## src/hw/rtl/rtp_pkg.sv

```systemverilog
// Shared constants, types and the trig table helper for the 2D point rotate-and-translate block.
`default_nettype none

package rtp_pkg;

    localparam int ANGLE_BITS  = 8;
    localparam int ANGLE_CODES = 1 << ANGLE_BITS;
    localparam int CELL_COUNT  = 2;
    localparam int REG_INDEX_BITS = 1;

    localparam real TWO_PI = 6.283185307179586;

    typedef enum logic [REG_INDEX_BITS-1:0] {
        REG_ORIGIN_X = 1'b0,
        REG_ORIGIN_Y = 1'b1
    } reg_index_t;

    // Cosine or sine of an angle in radians, scaled by 2^frac and rounded to nearest
    // with ties away from zero.
    function automatic longint trig_fixed(input real ang, input int frac, input bit want_sin);
        real v;
        v = want_sin ? $sin(ang) : $cos(ang);
        return longint'(v * (2.0 ** frac));
    endfunction

endpackage

`default_nettype wire

```

## src/hw/rtl/rtp_cell.sv

```systemverilog
// One multiply-accumulate cell of the rotation chain; it hands a 90-degree turned coefficient pair on.
`default_nettype none

module rtp_cell #(
    parameter int COORD_BITS = 16,
    parameter int COEF_BITS  = 16
) (
    input  logic                                  clk,
    input  logic                                  rst_n,
    input  logic                                  in_valid,
    output logic                                  in_ready,
    input  logic signed [COORD_BITS-1:0]          coord_a_in,
    input  logic signed [COORD_BITS-1:0]          coord_b_in,
    input  logic signed [COEF_BITS-1:0]           coef_a_in,
    input  logic signed [COEF_BITS-1:0]           coef_b_in,
    input  logic signed [COORD_BITS+COEF_BITS-1:0] acc_x_in,
    input  logic signed [COORD_BITS+COEF_BITS-1:0] acc_y_in,
    output logic                                  out_valid,
    input  logic                                  out_ready,
    output logic signed [COORD_BITS-1:0]          coord_a_out,
    output logic signed [COORD_BITS-1:0]          coord_b_out,
    output logic signed [COEF_BITS-1:0]           coef_a_out,
    output logic signed [COEF_BITS-1:0]           coef_b_out,
    output logic signed [COORD_BITS+COEF_BITS-1:0] acc_x_out,
    output logic signed [COORD_BITS+COEF_BITS-1:0] acc_y_out
);

    localparam int AW = COORD_BITS + COEF_BITS;

    logic                         valid_reg;
    logic signed [COORD_BITS-1:0] coord_a_reg;
    logic signed [COORD_BITS-1:0] coord_b_reg;
    logic signed [COEF_BITS-1:0]  coef_a_reg;
    logic signed [COEF_BITS-1:0]  coef_b_reg;
    logic signed [AW-1:0]         acc_x_reg;
    logic signed [AW-1:0]         acc_y_reg;

    logic signed [AW-1:0]         prod_x;
    logic signed [AW-1:0]         prod_y;
    logic signed [AW-1:0]         acc_x_next;
    logic signed [AW-1:0]         acc_y_next;
    logic                         load;

    assign in_ready = !valid_reg || out_ready;
    assign load     = in_valid && in_ready;

    always_comb
    begin
        prod_x     = AW'(coord_a_in) * AW'(coef_a_in);
        prod_y     = AW'(coord_a_in) * AW'(coef_b_in);
        acc_x_next = acc_x_in + prod_x;
        acc_y_next = acc_y_in + prod_y;
    end

    always_ff @(posedge clk or negedge rst_n)
    begin
        if (!rst_n)
        begin
            valid_reg <= 1'b0;
        end
        else if (in_ready)
        begin
            valid_reg <= in_valid;
        end
    end

    // The next cell works on the other coordinate with the pair turned by 90 degrees.
    always_ff @(posedge clk)
    begin
        if (load)
        begin
            coord_a_reg <= coord_b_in;
            coord_b_reg <= coord_a_in;
            coef_a_reg  <= -coef_b_in;
            coef_b_reg  <= coef_a_in;
            acc_x_reg   <= acc_x_next;
            acc_y_reg   <= acc_y_next;
        end
    end

    assign out_valid   = valid_reg;
    assign coord_a_out = coord_a_reg;
    assign coord_b_out = coord_b_reg;
    assign coef_a_out  = coef_a_reg;
    assign coef_b_out  = coef_b_reg;
    assign acc_x_out   = acc_x_reg;
    assign acc_y_out   = acc_y_reg;

endmodule

`default_nettype wire

```

## src/hw/rtl/rtp_finish.sv

```systemverilog
// Output stage: scales the sums down toward zero, adds the origin, saturates and holds the result item.
`default_nettype none

module rtp_finish #(
    parameter int COORD_BITS = 16,
    parameter int FRAC_BITS  = 14
) (
    input  logic                                   clk,
    input  logic                                   rst_n,
    input  logic                                   in_valid,
    output logic                                   in_ready,
    input  logic signed [COORD_BITS+FRAC_BITS+1:0] acc_x,
    input  logic signed [COORD_BITS+FRAC_BITS+1:0] acc_y,
    input  logic signed [COORD_BITS-1:0]           origin_x,
    input  logic signed [COORD_BITS-1:0]           origin_y,
    output logic                                   out_valid,
    input  logic                                   out_ready,
    output logic signed [COORD_BITS-1:0]           world_x,
    output logic signed [COORD_BITS-1:0]           world_y,
    output logic                                   saturated
);

    localparam int AW = COORD_BITS + FRAC_BITS + 2;
    localparam int QW = COORD_BITS + 2;
    localparam int SW = COORD_BITS + 3;

    localparam logic signed [COORD_BITS-1:0] COORD_MAX = {1'b0, {(COORD_BITS-1){1'b1}}};
    localparam logic signed [COORD_BITS-1:0] COORD_MIN = {1'b1, {(COORD_BITS-1){1'b0}}};

    logic                         valid_reg;
    logic signed [COORD_BITS-1:0] world_x_reg;
    logic signed [COORD_BITS-1:0] world_y_reg;
    logic                         saturated_reg;

    logic signed [SW-1:0]         sum_x;
    logic signed [SW-1:0]         sum_y;
    logic                         sat_x;
    logic                         sat_y;
    logic signed [COORD_BITS-1:0] world_x_next;
    logic signed [COORD_BITS-1:0] world_y_next;

    // A negative sum is biased up before the arithmetic shift so the quotient truncates toward zero.
    function automatic logic signed [SW-1:0] translate(
        input logic signed [AW-1:0]         acc,
        input logic signed [COORD_BITS-1:0] org
    );
        logic signed [AW-1:0] bias;
        logic signed [AW-1:0] adj;
        logic signed [QW-1:0] quo;
        bias = acc[AW-1] ? {{(AW-FRAC_BITS){1'b0}}, {FRAC_BITS{1'b1}}} : '0;
        adj  = acc + bias;
        quo  = adj[AW-1:FRAC_BITS];
        return SW'(quo) + SW'(org);
    endfunction

    assign in_ready = !valid_reg || out_ready;

    always_comb
    begin
        sum_x = translate(acc_x, origin_x);
        sum_y = translate(acc_y, origin_y);
        sat_x = !((&sum_x[SW-1:COORD_BITS-1]) || !(|sum_x[SW-1:COORD_BITS-1]));
        sat_y = !((&sum_y[SW-1:COORD_BITS-1]) || !(|sum_y[SW-1:COORD_BITS-1]));
        if (sat_x)
        begin
            world_x_next = sum_x[SW-1] ? COORD_MIN : COORD_MAX;
        end
        else
        begin
            world_x_next = sum_x[COORD_BITS-1:0];
        end
        if (sat_y)
        begin
            world_y_next = sum_y[SW-1] ? COORD_MIN : COORD_MAX;
        end
        else
        begin
            world_y_next = sum_y[COORD_BITS-1:0];
        end
    end

    always_ff @(posedge clk or negedge rst_n)
    begin
        if (!rst_n)
        begin
            valid_reg <= 1'b0;
        end
        else if (in_ready)
        begin
            valid_reg <= in_valid;
        end
    end

    always_ff @(posedge clk)
    begin
        if (in_valid && in_ready)
        begin
            world_x_reg   <= world_x_next;
            world_y_reg   <= world_y_next;
            saturated_reg <= sat_x || sat_y;
        end
    end

    assign out_valid = valid_reg;
    assign world_x   = world_x_reg;
    assign world_y   = world_y_reg;
    assign saturated = saturated_reg;

endmodule

`default_nettype wire

```

## src/hw/rtl/rotate_translate_point_2d.sv

```systemverilog
// Top level of the 2D point rotate-and-translate block: trig lookup, cell chain and output stage.
//
// Each input item carries a point in the object's local frame and an angle code; each
// result item carries the world position and a flag that tells whether a coordinate clamped.
// Both channels use valid and ready; an item moves when both are high at a clock edge.
// The origin registers are written through cfg_wen, cfg_addr and cfg_wdata; the user must
// write them only while the block is idle, which the block itself does not enforce. A write
// takes effect at the next edge. From acceptance to a valid result an item passes the trig
// table lookup, one multiply-accumulate cell per local coordinate, and the output register.
// Throughput is one item per cycle without a stall. Every stage carries its own valid bit
// and a stage takes a new item whenever it is empty or its successor takes its content, so
// bubbles close up and input keeps flowing while a finished result waits in the output
// register. When the receiver stalls long enough the pipeline fills and in_ready falls after
// four items. Reset clears all valid bits and sets both origins to zero.
`default_nettype none

module rotate_translate_point_2d #(
    parameter int COORD_BITS     = 16,
    parameter int TRIG_FRAC_BITS = 14,
    parameter int ANGLE_STEPS    = 200
) (
    input  logic                                  clk,
    input  logic                                  rst_n,
    input  logic                                  in_valid,
    output logic                                  in_ready,
    input  logic signed [COORD_BITS-1:0]          local_x,
    input  logic signed [COORD_BITS-1:0]          local_y,
    input  logic [rtp_pkg::ANGLE_BITS-1:0]        angle_step,
    output logic                                  out_valid,
    input  logic                                  out_ready,
    output logic signed [COORD_BITS-1:0]          world_x,
    output logic signed [COORD_BITS-1:0]          world_y,
    output logic                                  saturated,
    input  logic                                  cfg_wen,
    input  logic [rtp_pkg::REG_INDEX_BITS-1:0]    cfg_addr,
    input  logic [COORD_BITS-1:0]                 cfg_wdata
);

    localparam int TW = TRIG_FRAC_BITS + 2;
    localparam int AW = COORD_BITS + TW;
    localparam int NC = rtp_pkg::CELL_COUNT;

    logic signed [TW-1:0] cos_tab [rtp_pkg::ANGLE_CODES];
    logic signed [TW-1:0] sin_tab [rtp_pkg::ANGLE_CODES];

    for (genvar a = 0; a < rtp_pkg::ANGLE_CODES; a++)
    begin : g_tab
        localparam int     K     = a % ANGLE_STEPS;
        localparam bit     NEG   = (K > ANGLE_STEPS - K);
        localparam int     M     = NEG ? (ANGLE_STEPS - K) : K;
        localparam real    ANG   = rtp_pkg::TWO_PI * real'(M) / real'(ANGLE_STEPS);
        localparam longint COS_V = rtp_pkg::trig_fixed(ANG, TRIG_FRAC_BITS, 1'b0);
        localparam longint SIN_M = rtp_pkg::trig_fixed(ANG, TRIG_FRAC_BITS, 1'b1);
        localparam longint SIN_V = NEG ? -SIN_M : SIN_M;
        assign cos_tab[a] = TW'(COS_V);
        assign sin_tab[a] = TW'(SIN_V);
    end

    logic signed [COORD_BITS-1:0] origin_x_reg;
    logic signed [COORD_BITS-1:0] origin_y_reg;

    always_ff @(posedge clk or negedge rst_n)
    begin
        if (!rst_n)
        begin
            origin_x_reg <= '0;
            origin_y_reg <= '0;
        end
        else if (cfg_wen)
        begin
            unique case (rtp_pkg::reg_index_t'(cfg_addr))
                rtp_pkg::REG_ORIGIN_X: origin_x_reg <= cfg_wdata;
                rtp_pkg::REG_ORIGIN_Y: origin_y_reg <= cfg_wdata;
                default: ;
            endcase
        end
    end

    logic                         cell_valid [0:NC];
    logic                         cell_ready [0:NC];
    logic signed [COORD_BITS-1:0] cell_coord_a [0:NC];
    logic signed [COORD_BITS-1:0] cell_coord_b [0:NC];
    logic signed [TW-1:0]         cell_coef_a [0:NC];
    logic signed [TW-1:0]         cell_coef_b [0:NC];
    logic signed [AW-1:0]         cell_acc_x [0:NC];
    logic signed [AW-1:0]         cell_acc_y [0:NC];

    logic                         front_valid_reg;
    logic signed [COORD_BITS-1:0] front_x_reg;
    logic signed [COORD_BITS-1:0] front_y_reg;
    logic signed [TW-1:0]         front_cos_reg;
    logic signed [TW-1:0]         front_sin_reg;

    assign in_ready = !front_valid_reg || cell_ready[0];

    always_ff @(posedge clk or negedge rst_n)
    begin
        if (!rst_n)
        begin
            front_valid_reg <= 1'b0;
        end
        else if (in_ready)
        begin
            front_valid_reg <= in_valid;
        end
    end

    always_ff @(posedge clk)
    begin
        if (in_valid && in_ready)
        begin
            front_x_reg   <= local_x;
            front_y_reg   <= local_y;
            front_cos_reg <= cos_tab[angle_step];
            front_sin_reg <= sin_tab[angle_step];
        end
    end

    assign cell_valid[0]   = front_valid_reg;
    assign cell_coord_a[0] = front_x_reg;
    assign cell_coord_b[0] = front_y_reg;
    assign cell_coef_a[0]  = front_cos_reg;
    assign cell_coef_b[0]  = front_sin_reg;
    assign cell_acc_x[0]   = '0;
    assign cell_acc_y[0]   = '0;

    for (genvar i = 0; i < NC; i++)
    begin : g_cell
        rtp_cell #(
            .COORD_BITS (COORD_BITS),
            .COEF_BITS  (TW)
        ) u_cell (
            .clk         (clk),
            .rst_n       (rst_n),
            .in_valid    (cell_valid[i]),
            .in_ready    (cell_ready[i]),
            .coord_a_in  (cell_coord_a[i]),
            .coord_b_in  (cell_coord_b[i]),
            .coef_a_in   (cell_coef_a[i]),
            .coef_b_in   (cell_coef_b[i]),
            .acc_x_in    (cell_acc_x[i]),
            .acc_y_in    (cell_acc_y[i]),
            .out_valid   (cell_valid[i+1]),
            .out_ready   (cell_ready[i+1]),
            .coord_a_out (cell_coord_a[i+1]),
            .coord_b_out (cell_coord_b[i+1]),
            .coef_a_out  (cell_coef_a[i+1]),
            .coef_b_out  (cell_coef_b[i+1]),
            .acc_x_out   (cell_acc_x[i+1]),
            .acc_y_out   (cell_acc_y[i+1])
        );
    end

    rtp_finish #(
        .COORD_BITS (COORD_BITS),
        .FRAC_BITS  (TRIG_FRAC_BITS)
    ) u_finish (
        .clk       (clk),
        .rst_n     (rst_n),
        .in_valid  (cell_valid[NC]),
        .in_ready  (cell_ready[NC]),
        .acc_x     (cell_acc_x[NC]),
        .acc_y     (cell_acc_y[NC]),
        .origin_x  (origin_x_reg),
        .origin_y  (origin_y_reg),
        .out_valid (out_valid),
        .out_ready (out_ready),
        .world_x   (world_x),
        .world_y   (world_y),
        .saturated (saturated)
    );

endmodule

`default_nettype wire

```

## config.mk

```make
export PLATFORM = sky130hd
export DESIGN_NAME = rotate_translate_point_2d
export DESIGN_NICKNAME = d
export VERILOG_FILES = /design/src/hw/rtl/rtp_pkg.sv /design/src/hw/rtl/rtp_cell.sv /design/src/hw/rtl/rtp_finish.sv /design/src/hw/rtl/rotate_translate_point_2d.sv
export SDC_FILE = /design/constraint.sdc
export NUM_CORES = 2
export LEC_CHECK = 0
export BUFFER_PORTS_ARGS = -buffer_cell sky130_fd_sc_hd__buf_4
export CELL_PAD_IN_SITES_DETAIL_PLACEMENT = 0
export CELL_PAD_IN_SITES_GLOBAL_PLACEMENT = 2
export CORE_AREA = 2 2 408 410
export CTS_CLUSTER_SIZE = 20
export DETAILED_ROUTE_END_ITERATION = 8
export DIE_AREA = 0 0 410 412
export GPL_TIMING_DRIVEN = 0
export PLACE_DENSITY = 0.79
export REMOVE_ABC_BUFFERS = 1
export SLEW_MARGIN = 25
export SYNTH_ARGS = -nofsm -noshare
export SYNTH_HDL_FRONTEND = slang
export SYNTH_SLANG_ARGS = --single-unit
```

## constraint.sdc

```tcl
create_clock -name clk -period 15.73 [get_ports clk]
set_input_delay 0.7865 -clock clk [delete_from_list [all_inputs] [get_ports clk]]
set_output_delay 0.7865 -clock clk [all_outputs]
set_load 0.01 [all_outputs]
```

==> out/metrics.csv <==
stage,metric,value,unit
timing,worst_hold_slack,84.94,ps
die,placeableCoreArea,164200,um^2
synth,synthXorXnorAreaFrac,3.026,%
timing,final-max-slew-violation-count,0,
synth,synth.ff_latch_count,309,
setup_path,crit_chain,"nand2_1, inv_1, fa_1, fa_1, fa_1, fa_1, fa_1, inv_1, fa_1, inv_1, ha_1, or3_1, a211oi_1, o21bai_1, nor4_1, o31ai_1, a2111oi_0, nand4b_1",
timing,final.setup.tns,0,ps
setup_path,worst-endpoint-required,16190,ps
place,numPortBuffers,96,
layout,multiInputGateArea,47000,um^2
synth,ys_seq_area_share,14.63,%
clock_network,clk_root_buffer_cell,clkbuf_16,
synth,synthFlopType,edfxtp_1,
grt,global_route.peak_usage_layer,met2,
die,num_io_pins,97,
grt,grtUsageMet3,3.647,%
synth,synth_warnings,0,
timing,timing.slew.headroom,18.46,%
grt,grt_pass1_vias,50890,
synth,synth.area.mux_share,1.372,%
synth,dominant_combinational_cell_family_by_area_after_synthesis,adder cells,
synth,synth_compound_gate_area_share,11.35,%
synth,syn-cell-area,62190,um^2
die,initial_utilization,37.87,%
route,remaining_drc_errors,0,
route,detailedRoute.firstPassIterationCount,7,
clock_network,clkSlewWorstSetupHoldPaths,60,ps
timing,setup_viol,0,
grt,grt_use_met2,40.44,%
timing,report.final.hold_viol_count,0,
setup_path,critical_path_arrival,8280,ps
setup_path,cp_common_cell,fa_1,
grt,largest_net_degree_at_the_start_of_global_routing,128,
layout,finish.net_count,8279,
clock_network,holdBufCountCts,0,
synth,synth_cell_types,80,
route,ant_nets,0,
die,placement_rows,149,
die,die_x,410,um
route,via_count,48110,
clock_network,cts.htree.levels,2,
place,detailedPlacementHpwl,161000,um
clock_network,deepest_clock_path_buffer_count,3,
grt,grt_util_all_layers,24.84,%
timing,worst_margin_slew,1221,ps
die,die_height,412,um
grt,grt_first_pass_wirelength,318100,um
setup_path,cp-end-kind,flop,
layout,seqCellArea,9099,um^2
route,post_drt_via_cell_ratio,5.414,
clock_network,postCtsSetupRepairBufs,0,
status,outcome,"complete, no violations",
clock_network,insertion_delay,680,ps
synth,synth_area_in_adders,44.72,%
setup_path,rr_worst_depth,18,
synth,synthArstFlopShare,11.65,%
clock_network,tritoncts,yes,
place,gpl.final_weighted_congestion,1.019,
grt,global_route.usage.met1,32.90,%
route,drt_first_iter_violations,3831,
setup_path,crit_path_start_kind,flop,
synth,synthSimpleGateAreaFrac,14.90,%
flow_run,max_cap_viol_count,0,
layout,share_of_final_layout_standard_cells_stronger_than_drive_strength_1,6.048,%
timing,layout_worst_path_cycle_share,49.73,%
setup_path,crit_path_top_delay_cell,edfxtp_1,
setup_path,critical_path.max_fanout,19,
clock_network,clock_sink_count,309,
clock_network,cts_inserted_buffers,44,
setup_path,r2r_slack,7910,ps
timing,fmaxAchievable,127.8,MHz
setup_path,crit_type,reg2reg,
die,design.die.area,168900,um^2
timing,final_period_minus_worst_setup_slack,7823,ps
route,routedWlPerCell,23.28,um
hold_path,hp-class,in2async,
timing,skew,60.77,ps
grt,globalRoute.totalOverflow,0,
synth,synthesis.instances,6793,
synth,synth.avg_cell_area,9.156,um^2
synth,synth_enable_flop_cells,273,
route,postRouteWirelength,206900,um
grt,grt_antenna_before_repair,9,
timing,rsz0062_at_grt,no,
layout,final.fill_count,16320,
layout,syn2layout_area_growth,8.735,%
clock_network,ctsResizeCount,0,
setup_path,critical-path-max-stage-delay,1040,ps
## cell usage in the layout (no fill, tap or decap), types with 26 or more instances in the layout
master,n
buf_8,64
fa_1,1110
mux2_2,38
nand3_1,86
clkbuf_16,47
buf_4,94
and3_1,26
o21ai_0,240
a21o_1,78
o211ai_1,55
a31oi_1,56
inv_1,1278
xor2_1,43
nand2_1,704
and2_1,515
a211oi_1,54
edfxtp_1,273
a21oi_1,283
dfrtp_1,36
o21a_1,37
nand2b_1,56
o22ai_1,27
nor3_1,74
xnor2_1,170
nor2_1,284
nor2b_1,38
ha_1,442
## through the flow
| step | util, % | area [um^2] | worst slack (ps) | cells |
|---|---|---|---|---|
| after floorplan | - | 60800 | 9261 | 6425 |
| after global placement | 39.13 | 64260 | 5078 | 8710 |
| after detailed placement | 40.18 | 65990 | 7898 | 8800 |
| after CTS | 41.13 | 67560 | 7860 | 8882 |
| after global routing | 41.17 | 67620 | 7370 | 8885 |
| final | 41.18 | 67630 | 7907 | 8886 |
## worst max-delay path, delay by kind of cell, from the launching register on
kind | cells | cell delay, ps
AOI/OAI and AO/OA | 4 | 1050
adders and majority gates | 7 | 3710
buffers and inverters | 3 | 280
DFF | 1 | 1040
and+or+nand+nor | 4 | 1570
## kinds of logic after synthesis
family / count (synthesis)
adders and majority gates: 1557
muxes: 63
xor gates and xnor gates: 214
AOI/OAI and AO/OA: 1090
buffers and inverters: 1655
DFF: 309
and+or+nand+nor: 1905
## routing by layer
metal,vias to the layer above,routed length [um]
met2,1702,94700
met1,24500,88150
met3,483,13240
met5,-,42
met4,8,10780
li1,21420,-
## cells in the mapped netlist, drive strengths merged, types with 78 or more instances
master	count	area share [%]
o21ai	242	1.9
xnor2	170	2.4
a21o	78	0.94
nand3	86	0.69
a21oi	286	2.3
inv	1281	7.7
nor2	292	1.8
clkbuf	323	1.9
and2	518	5.2
edfxtp	273	13
nand2	708	4.3
fa	1110	36
ha	447	9.0
## final timing paths
check,endpoint,startpoint
max,g_cell[0].u_cell.acc_y_out[30],front_sin_reg[1]
min,g_cell[1].u_cell.out_valid,rst_n
max reg2reg,g_cell[0].u_cell.acc_y_out[30],front_sin_reg[1]
min reg2reg,g_cell[0].u_cell.coord_a_out[14],front_y_reg[14]
max in group asynchronous,u_finish.out_valid,rst_n
min in group clk,front_x_reg[9],local_x[9]
## final cells by class
class                   instances  share of cell area (%)
diodes                          1                0.003700
clock buffers                  51                   1.761
clock inverters                31                  0.5550
inverters                    1287                   7.158
multi-input cells            4829                   69.50
flip-flops and latches        309                   13.45
well taps                    2189                   4.050
repair buffers                189                   3.515
Power is not shown: default switching activity piles up to over one toggle a cycle in this logic, so the estimate is an artifact.
